===== src/hw/rtl/wrrts_pkg.sv =====
package wrrts_pkg;

  localparam int unsigned TaskSlots = 16;
  localparam int unsigned SlotW = $clog2(TaskSlots);
  localparam int unsigned CntW = $clog2(TaskSlots + 1);

  localparam logic [2:0] ReqAdd = 3'd0;
  localparam logic [2:0] ReqRemove = 3'd1;
  localparam logic [2:0] ReqTerm = 3'd2;
  localparam logic [2:0] ReqWake = 3'd3;
  localparam logic [2:0] ReqBlock = 3'd4;
  localparam logic [2:0] ReqSleep = 3'd5;
  localparam logic [2:0] ReqYield = 3'd6;
  localparam logic [2:0] ReqUnused = 3'd7;

  localparam logic [1:0] StReady = 2'd0;
  localparam logic [1:0] StBlocked = 2'd1;
  localparam logic [1:0] StSleeping = 2'd2;
  localparam logic [1:0] StTerm = 2'd3;

  localparam logic [1:0] ErrOk = 2'd0;
  localparam logic [1:0] ErrFull = 2'd1;
  localparam logic [1:0] ErrWake = 2'd2;
  localparam logic [1:0] ErrNotFound = 2'd3;

  typedef struct packed {
    logic [2:0]  req_type;
    logic [7:0]  task_id;
    logic [7:0]  weight;
    logic [31:0] sleep_us;
    logic [31:0] now_ticks;
  } req_t;

  typedef struct packed {
    logic [3:0] cur_index;
    logic [7:0] cur_task_id;
    logic       switched;
    logic       none_ready;
    logic       reaped_valid;
    logic [7:0] reaped_task_id;
    logic [1:0] error_code;
    logic [4:0] task_count;
  } rsp_t;

  // controller -> datapath
  typedef struct packed {
    logic load;      // latch request, clear flags, sleep multiply
    logic pre;       // prep step (full check / state change)
    logic walk;      // one slot step
    logic finish;    // commit result
  } cmd_t;

  // datapath -> controller
  typedef struct packed {
    logic walk_done;
  } sts_t;

endpackage


===== src/hw/rtl/wrrts_ctrl.sv =====
module wrrts_ctrl
  import wrrts_pkg::*;
(
  input  logic clk_i,
  input  logic rst_ni,
  input  logic start_i,
  input  sts_t sts_i,
  output cmd_t cmd_o,
  output logic busy_o,
  output logic done_o
);

  localparam logic [1:0] SIdle = 2'd0;
  localparam logic [1:0] SPre  = 2'd1;
  localparam logic [1:0] SWalk = 2'd2;
  localparam logic [1:0] SFin  = 2'd3;

  logic [1:0] state_q, state_d;
  logic       done_q;

  always_comb begin
    state_d = state_q;
    cmd_o = '0;
    case (state_q)
      SIdle: begin
        if (start_i) begin
          cmd_o.load = 1'b1;
          state_d = SPre;
        end
      end
      SPre: begin
        cmd_o.pre = 1'b1;
        state_d = SWalk;
      end
      SWalk: begin
        cmd_o.walk = 1'b1;
        if (sts_i.walk_done) state_d = SFin;
      end
      SFin: begin
        cmd_o.finish = 1'b1;
        state_d = SIdle;
      end
      default: state_d = SIdle;
    endcase
  end

  always_ff @(posedge clk_i or negedge rst_ni) begin
    if (!rst_ni) begin
      state_q <= SIdle;
      done_q <= 1'b0;
    end else begin
      state_q <= state_d;
      done_q <= cmd_o.finish;
    end
  end

  assign busy_o = (state_q != SIdle);
  assign done_o = done_q;

endmodule


===== src/hw/rtl/wrrts_dp.sv =====
module wrrts_dp
  import wrrts_pkg::*;
(
  input  logic       clk_i,
  input  logic       rst_ni,
  input  logic       cfg_we_i,
  input  logic [9:0] cfg_wdata_i,
  input  req_t       req_i,
  input  cmd_t       cmd_i,
  output sts_t       sts_o,
  output rsp_t       rsp_o
);

  logic [9:0] tpu_q;
  req_t       req_q;

  logic [TaskSlots-1:0] vld_q;
  logic [7:0]  tid_q [TaskSlots];
  logic [1:0]  rst_q [TaskSlots];
  logic [31:0] wk_q  [TaskSlots];
  logic [7:0]  wt_q  [TaskSlots];
  logic [CntW-1:0]  used_q;
  logic [SlotW-1:0] cur_q;

  // walk state
  logic [CntW-1:0]  i_q;       // step counter
  logic [SlotW-1:0] n_q;       // scan slot
  logic             active_q;  // this request walks
  logic             scan_q;    // walk is a scan (else add/find)
  logic             stop_q;
  logic [31:0]      wake_q;
  // carried task for add
  logic [7:0]  cid_q, cw_q;
  logic [1:0]  cst_q;
  logic [31:0] cwk_q;
  logic        placed_q;
  logic        found_q;
  logic [SlotW-1:0] fidx_q;

  logic       sw_q, none_q, rv_q;
  logic [7:0] rid_q;
  logic [1:0] err_q;
  logic [1:0] err_out_q;

  logic [SlotW-1:0] iw;
  logic [CntW-1:0]  nnext;
  logic [31:0]      dlt;
  logic             due;

  assign iw = i_q[SlotW-1:0];
  assign nnext = {1'b0, n_q} + CntW'(1);
  assign dlt = wk_q[n_q] - req_q.now_ticks;
  assign due = (dlt == 32'd0) || dlt[31];
  // a scan inspects used_q slots on steps 1..used_q, the current slot last
  assign sts_o.walk_done = !active_q || stop_q ||
                           (scan_q ? (i_q > used_q) :
                            ((i_q >= used_q) || (i_q >= CntW'(TaskSlots))));

  always_ff @(posedge clk_i or negedge rst_ni) begin
    if (!rst_ni) begin
      tpu_q <= 10'd1;
      vld_q <= '0;
      used_q <= '0;
      cur_q <= '0;
    end else begin
      if (cfg_we_i) tpu_q <= cfg_wdata_i;
      if (cmd_i.finish) begin
        if (req_q.req_type == ReqAdd && !found_q && err_q == ErrOk) begin
          if (!placed_q) begin
            vld_q[used_q[SlotW-1:0]] <= 1'b1;
            used_q <= used_q + CntW'(1);
          end
        end else if (req_q.req_type == ReqRemove && found_q) begin
          vld_q[fidx_q] <= 1'b0;
          if ({1'b0, fidx_q} + CntW'(1) == used_q) used_q <= used_q - CntW'(1);
        end
      end
      if (cmd_i.walk && active_q && scan_q && !stop_q && i_q != '0 && i_q <= used_q &&
          vld_q[n_q] && rst_q[n_q] == StTerm) begin
        vld_q[n_q] <= 1'b0;
        if (nnext == used_q) used_q <= used_q - CntW'(1);
      end
      if (cmd_i.walk && active_q && !scan_q && !stop_q && i_q < used_q &&
          req_q.req_type == ReqAdd && !vld_q[iw]) begin
        vld_q[iw] <= 1'b1;
      end
      if (cmd_i.walk && active_q && scan_q && !stop_q && i_q != '0 && i_q <= used_q &&
          vld_q[n_q] && rst_q[n_q] != StBlocked && rst_q[n_q] != StTerm &&
          (rst_q[n_q] != StSleeping || due)) begin
        cur_q <= n_q;
      end
    end
  end

  // Scan stepping: i_q==0 is a first step that only advances n; each later
  // step inspects slot n_q and advances unless it picks or reaps that slot.
  always_ff @(posedge clk_i) begin
    if (cmd_i.load) begin
      req_q <= req_i;
      i_q <= '0;
      stop_q <= 1'b0;
      sw_q <= 1'b0; none_q <= 1'b0; rv_q <= 1'b0; rid_q <= '0;
      err_q <= ErrOk;
      found_q <= 1'b0;
      placed_q <= 1'b0;
      fidx_q <= '0;
      cid_q <= req_i.task_id; cw_q <= req_i.weight; cst_q <= StReady; cwk_q <= '0;
      scan_q <= (req_i.req_type == ReqBlock) || (req_i.req_type == ReqYield) ||
                (req_i.req_type == ReqSleep && req_i.sleep_us != 32'd0);
      active_q <= (req_i.req_type != ReqUnused) &&
                  !(req_i.req_type == ReqSleep && req_i.sleep_us == 32'd0);
      wake_q <= req_i.sleep_us * {22'd0, tpu_q};
    end
    if (cmd_i.pre) begin
      n_q <= cur_q;
      if (scan_q) begin
        none_q <= 1'b1;
        if (req_q.req_type == ReqBlock && vld_q[cur_q]) rst_q[cur_q] <= StBlocked;
        if (req_q.req_type == ReqSleep && vld_q[cur_q]) begin
          rst_q[cur_q] <= StSleeping;
          wk_q[cur_q] <= req_q.now_ticks + wake_q;
        end
      end else if (req_q.req_type == ReqAdd) begin
        // full check: hole below used_count
        if (used_q >= CntW'(TaskSlots) && &vld_q) err_q <= ErrFull;
      end
    end
    if (cmd_i.walk && active_q && !stop_q) begin
      if (scan_q) begin
        if (i_q <= used_q) begin
          if (i_q != '0 && vld_q[n_q] && rst_q[n_q] != StBlocked) begin
            if (rst_q[n_q] == StTerm) begin
              rv_q <= 1'b1; rid_q <= tid_q[n_q]; stop_q <= 1'b1;
            end else if (rst_q[n_q] != StSleeping || due) begin
              rst_q[n_q] <= StReady;
              none_q <= 1'b0;
              sw_q <= (n_q != cur_q);
              stop_q <= 1'b1;
            end
          end
          if (!(i_q != '0 && vld_q[n_q] && rst_q[n_q] != StBlocked &&
                (rst_q[n_q] == StTerm || rst_q[n_q] != StSleeping || due))) begin
            n_q <= (nnext >= used_q) ? '0 : nnext[SlotW-1:0];
            i_q <= i_q + CntW'(1);
          end
        end
      end else if (req_q.req_type == ReqAdd) begin
        if (err_q != ErrOk) stop_q <= 1'b1;
        else if (i_q < used_q) begin
          if (!vld_q[iw]) begin
            tid_q[iw] <= cid_q; wt_q[iw] <= cw_q; rst_q[iw] <= cst_q; wk_q[iw] <= cwk_q;
            placed_q <= 1'b1; stop_q <= 1'b1;
          end else if (cw_q != 8'd0 && cw_q > wt_q[iw]) begin
            tid_q[iw] <= cid_q; wt_q[iw] <= cw_q; rst_q[iw] <= cst_q; wk_q[iw] <= cwk_q;
            cid_q <= tid_q[iw]; cw_q <= wt_q[iw]; cst_q <= rst_q[iw]; cwk_q <= wk_q[iw];
          end
          i_q <= i_q + CntW'(1);
        end else begin
          tid_q[used_q[SlotW-1:0]] <= cid_q; wt_q[used_q[SlotW-1:0]] <= cw_q;
          rst_q[used_q[SlotW-1:0]] <= cst_q; wk_q[used_q[SlotW-1:0]] <= cwk_q;
          stop_q <= 1'b1;
        end
      end else begin
        // id lookup
        if (i_q < used_q && i_q < CntW'(TaskSlots)) begin
          if (vld_q[iw] && tid_q[iw] == req_q.task_id) begin
            found_q <= 1'b1; fidx_q <= iw; stop_q <= 1'b1;
            if (req_q.req_type == ReqTerm) rst_q[iw] <= StTerm;
            else if (req_q.req_type == ReqWake) begin
              if (rst_q[iw] != StBlocked) err_q <= ErrWake;
              else rst_q[iw] <= StReady;
            end
          end
          i_q <= i_q + CntW'(1);
        end else begin
          err_q <= ErrNotFound;
          stop_q <= 1'b1;
        end
      end
    end
  end

  always_ff @(posedge clk_i) begin
    if (cmd_i.finish) err_out_q <= err_q;
  end

  // Output values are read in the cycle after finish, so that table updates show.
  always_comb begin
    rsp_o = '0;
    rsp_o.cur_index = 4'(cur_q);
    rsp_o.cur_task_id = vld_q[cur_q] ? tid_q[cur_q] : 8'd0;
    rsp_o.switched = sw_q;
    rsp_o.none_ready = none_q;
    rsp_o.reaped_valid = rv_q;
    rsp_o.reaped_task_id = rid_q;
    rsp_o.error_code = err_out_q;
    rsp_o.task_count = 5'(used_q);
  end

endmodule


===== src/hw/rtl/weighted_round_robin_task_scheduler.sv =====
// Weighted round-robin task scheduler.
// Request channel: drive req_i and raise start; the transaction is taken at
// the first rising edge with start high and busy low, and busy stays high
// while the request is processed.
// Configuration: ticks_per_us_we_i with ticks_per_us_wdata_i writes the sleep
// scale; write only while busy is low.
// Result channel: rsp_o holds the result in the cycle marked by done_o, which is
// high for exactly one cycle. The receiver cannot stall and must take it then.
// Sequence: the accepting edge latches the request; the controller then passes
// through a prep state, a table walk of one slot per step and a finish state,
// and done_o is registered from the finish state. The walk stops early when a
// scan picks or reaps a slot, an add fills a hole or a lookup hits. busy drops
// in the result cycle, so the next transaction can be taken at the same edge
// as the result.
// Reset clears the table valid bits, task count, current slot and sets the
// scale to one.
module weighted_round_robin_task_scheduler
  import wrrts_pkg::*;
(
  input  logic       clk_i,
  input  logic       rst_ni,
  input  logic       start,
  output logic       busy,
  input  req_t       req_i,
  input  logic       ticks_per_us_we_i,
  input  logic [9:0] ticks_per_us_wdata_i,
  output logic       done_o,
  output rsp_t       rsp_o
);

  cmd_t cmd;
  sts_t sts;

  wrrts_ctrl u_ctrl (
    .clk_i, .rst_ni, .start_i(start), .sts_i(sts), .cmd_o(cmd), .busy_o(busy),
    .done_o
  );

  wrrts_dp u_dp (
    .clk_i, .rst_ni, .cfg_we_i(ticks_per_us_we_i), .cfg_wdata_i(ticks_per_us_wdata_i),
    .req_i, .cmd_i(cmd), .sts_o(sts), .rsp_o
  );

endmodule


===== config.mk =====
export PLATFORM = sky130hd
export DESIGN_NAME = weighted_round_robin_task_scheduler
export DESIGN_NICKNAME = d
export VERILOG_FILES = /design/src/hw/rtl/wrrts_pkg.sv /design/src/hw/rtl/wrrts_ctrl.sv /design/src/hw/rtl/wrrts_dp.sv /design/src/hw/rtl/weighted_round_robin_task_scheduler.sv
export SDC_FILE = /design/constraint.sdc
export NUM_CORES = 2
export LEC_CHECK = 0
export BUFFER_PORTS_ARGS = -buffer_cell sky130_fd_sc_hd__buf_2
export CORE_ASPECT_RATIO = 0.75
export CORE_MARGIN = 1
export CORE_UTILIZATION = 25
export DETAILED_ROUTE_END_ITERATION = 6
export SETUP_SLACK_MARGIN = 0.4
export SYNTH_ARGS = -nofsm -noshare
export SYNTH_HDL_FRONTEND = slang
export SYNTH_SLANG_ARGS = --single-unit

===== constraint.sdc =====
create_clock -name clk_i -period 21.3 [get_ports clk_i]
set_clock_uncertainty 0.15 [all_clocks]
set_input_delay 2.13 -clock clk_i [delete_from_list [all_inputs] [get_ports clk_i]]
set_output_delay 2.13 -clock clk_i [all_outputs]
set_load 0.01 [all_outputs]

==> impl_metrics.py <==
metrics = {
    "worst_hold_path": {
        "holdPathEnd": "u_dp.cwk_q[0]$_DFF_P_",
        "hp-start": "u_dp.cwk_q[0]$_DFF_P_",
        "hold_path.class": "register to register",
        "whs_path_depth": 2,
    },
    "synthesis": {
        "ys_seq_area_share_pct": 49.9,
        "synth.net_count": 4561,
        "synth_edf_count": 879,
        "synth_compound_area_share_pct": 6.18,
        "synth_top_family_by_area": "multiplexers",
        "muxShareOfSynthArea_pct": 20.2,
        "synth_adder_area_share_pct": 10.1,
        "synthXorXnorAreaFrac_pct": 1.48,
        "avgSynthCellArea_um2": 14.1,
        "synthSimpleGateAreaFrac_pct": 8.74,
        "synth_seq_cells": 996,
        "synth_async_sr_flop_share_pct": 3.82,
        "synthesis.area_um2": 58000,
        "synthFlopType": "edfxtp_1",
        "ys_types": 93,
        "syn_inst": 4117,
        "ys_warn_count": 0,
    },
    "run_status": {
        "status": "finished, final reports clean",
    },
    "setup_path": {
        "cp-end-kind": "register",
        "r2r_start": "u_dp.n_q[0]$_DFF_P_",
        "required_ns": 21.48,
        "cp-start-kind": "register",
        "path_cells": "buf_4 -> buf_4 -> mux4_2 -> mux4_2 -> ha_1 -> nand2_1 -> o21a_1 -> o21ai_0 -> a2bb2oi_1 -> a311oi_1 -> o2bb2ai_1 -> a41o_1 -> nor4_1 -> a211oi_1 -> o32ai_1 -> nand2_1 -> nor4_1",
        "r2r_cells": 17,
        "crit_fanout": 46,
        "max_stage_delay_ns": 1.05,
        "crit_arrival_ns": 9.48,
        "critPathKind": "register to register",
        "r2r_slack_ns": 12.00,
        "crit_path_top_delay_cell": "nor4_1",
        "cp-startpoint": "u_dp.n_q[0]$_DFF_P_",
        "r2r_end": "u_dp.rst_q[12][1]$_DFFE_PP_",
    },
    "detailed_routing": {
        "wl_per_cell_um": 24.0,
        "vias": 38000,
        "drtAntennaViolNets": 0,
        "drc": 0,
        "finalWirelength_mm": 176,
        "drtIter0Drc": 4818,
        "viasPerCell": 5.17,
        "dr.pass1.iters": 5,
    },
    "grt": {
        "overflow": 0,
        "grt_use_total_pct": 14.9,
        "grt_max_degree": 71,
        "grt_pass1_wl_mm": 260,
        "grt_antenna_before_repair": 16,
        "grt_pass1_vias": 38300,
    },
    "clock_network": {
        "cts-root-buf": "clkbuf_16",
        "clock-sinks": 996,
        "hold_buffers": 0,
        "cts_tree": "done",
        "ctsResizeCount": 0,
        "clk_pin_slew_ns": 0.07,
        "postCtsSetupBuffers": 0,
        "ctsHtreeMaxLevel": 3,
        "clock_latency_ns": 0.72,
        "cts_buffers": 94,
        "clock_path_buffers": 3,
    },
    "floorplan": {
        "pin_count": 129,
        "fp.dieH_um": 419,
        "core_um2": 230000,
        "die_area_um2": 234000,
        "num_rows": 152,
        "chipWidth_um": 558,
        "start_util_pct": 25.2,
    },
    "finish": {
        "nNetsFinal": 4637,
        "fill_cells": 23100,
        "drive_above_1_share_pct": 22.6,
        "utilization_pct": 28.7,
        "fin_area_um2": 65800,
        "layout_commonest_cell": "edfxtp_1",
        "final_cell_mix": "edfxtp_1, mux4_2, nand2_1",
        "area_growth_pct": 13.5,
    },
    "sta": {
        "tightest_slew_ns": 1.27,
        "layout_setup_ws_ns": 12.00,
        "fmax_mhz": 107,
        "setup_viol": 0,
        "finalCritPeriodShare_pct": 43.7,
        "maxSlewHeadroom_pct": 14.4,
        "period_needed_ns": 9.30,
        "tns_ns": 0,
        "grt_setup_unrepaired": "false",
        "drv_slew": 0,
        "finalHoldViolCount": 0,
    },
    "power": {
        "powerDensity_nw_per_um2": 138,
        "power_frac_clock_pct": 20.0,
        "p_comb_share_pct": 46.8,
        "leakagePower_uw": 0.0223,
        "power.total_uw": 9080,
        "netSwitchingPower_uw": 3470,
        "swShare_pct": 38.2,
        "power.internal_uw": 5610,
        "seq_power_share_pct": 33.2,
        "vdd_drop_max_mv": 0.141,
    },
    "placed_design": {
        "dpl.hpwl_mm": 114,
        "placed_area_um2": 62500,
        "gp_congestion": 0.940,
        "portBuffers": 128,
        "dp_slack_ns": 12.16,
    },
    "run": {
        "cap_violations": 0,
    },
}
## cell usage after synthesis (all sizes together), types with 18 or more instances
cell type	n	area (um2)
and3	25	156
mux2i	36	373
nand2	471	1770
o21bai	18	135
o21a	19	143
a31oi	24	150
nand3	69	345
fa	200	4000
a211oi	23	178
o21ai	117	586
buf	71	347
xnor2	63	552
mux4	489	11000
a21o	44	330
nand4	26	163
nor2b	30	188
clkbuf	178	668
mux2	30	338
and2	124	776
edfxtp	879	26400
a21oi	133	669
nor3	40	200
o31ai	23	196
dfrtp	37	926
ha	147	1840
nor2	161	604
inv	259	972
dfxtp	79	1580
nand2b	25	156
xor2	35	307
nor4	33	206
## kinds of logic (layout without fill, tap and decap cells)
logic type	Yosys count	after routing
compound gates	540	540
xor+xnor	98	98
fa+ha+maj	347	347
buf+inv	510	667
flops	996	996
mux	555	555
other cells	0	1
simple gates	1071	1071
## how the worst max path moves through the flow
stage                             endpoint  slack [ns]
2_1_floorplan    u_dp.wake_q[31]$_DFFE_PP_       13.35
3_3_place_gp   u_dp.rst_q[12][0]$_DFFE_PP_       12.28
3_5_place_dp   u_dp.rst_q[12][0]$_DFFE_PP_       12.16
4_1_cts        u_dp.rst_q[12][0]$_DFFE_PP_       12.11
5_1_grt        u_dp.rst_q[12][1]$_DFFE_PP_       11.49
6_report       u_dp.rst_q[12][1]$_DFFE_PP_       12.00
## power by group through the flow
stage	registers, uW	clock network [uW]	logic, uW
2_1_floorplan	2920	0	3080
3_3_place_gp	3050	0	4150
3_5_place_dp	3050	0	4230
4_1_cts	3010	1850	4260
5_1_grt	3030	1920	4700
6_report	3010	1820	4250
## area by class of cell
class / count / area [um2] / share of cell area, %
clock buffers: 115 / 2470 / 3.75
clock inverters: 62 / 847 / 1.29
repair buffers: 229 / 1410 / 2.14
multi-input cells: 2611 / 27300 / 41.5
well taps: 3080 / 3850 / 5.85
diodes: 1 / 2.50 / 0.00380
inverters: 261 / 982 / 1.49
flip-flops and latches: 996 / 29000 / 44.0
## metal layers
| layer | global-route usage, % | wire (um) |
|---|---|---|
| met1 | 21.8 | 77600 |
| met2 | 22.6 | 77700 |
| met3 | 2.97 | 16900 |
| met4 | 3.32 | 4040 |
| met5 | 0 | 13 |
## worst max-delay path: cells and delay by family (launching register included)
kind                       cells  cell delay, ns
AOI/OAI and AO/OA              8            2.43
and+or+nand+nor                4            1.83
DFF                            1            0.91
muxes                          2            1.15
adders and majority gates      1            0.54
buffers and inverters          2            1.73
## stage by stage
stage	hold WS, ns	std cells
6_report	0.303	7355
5_1_grt	0.332	7355
4_1_cts	0.306	7354
3_5_place_dp	0.286	7177
3_3_place_gp	0.287	7177
2_1_floorplan	0.278	4117
## state kept, by name (all words and copies together) (netlist names), 4 cells and up
register,cells
u_dp.wt_q,128
u_dp.used_q,5
u_dp.tid_q,128
u_dp.cw_q,8
u_dp.n_q,4
u_dp.cid_q,8
u_dp.wake_q,32
u_dp.i_q,5
u_dp.fidx_q,4
u_dp.rid_q,8
u_dp.vld_q,16
u_dp.req_q,43
u_dp.cwk_q,32
u_dp.tpu_q,10
u_dp.rst_q,32
u_dp.wk_q,512
u_dp.cur_q,4
(Power assumes the default switching activity.)
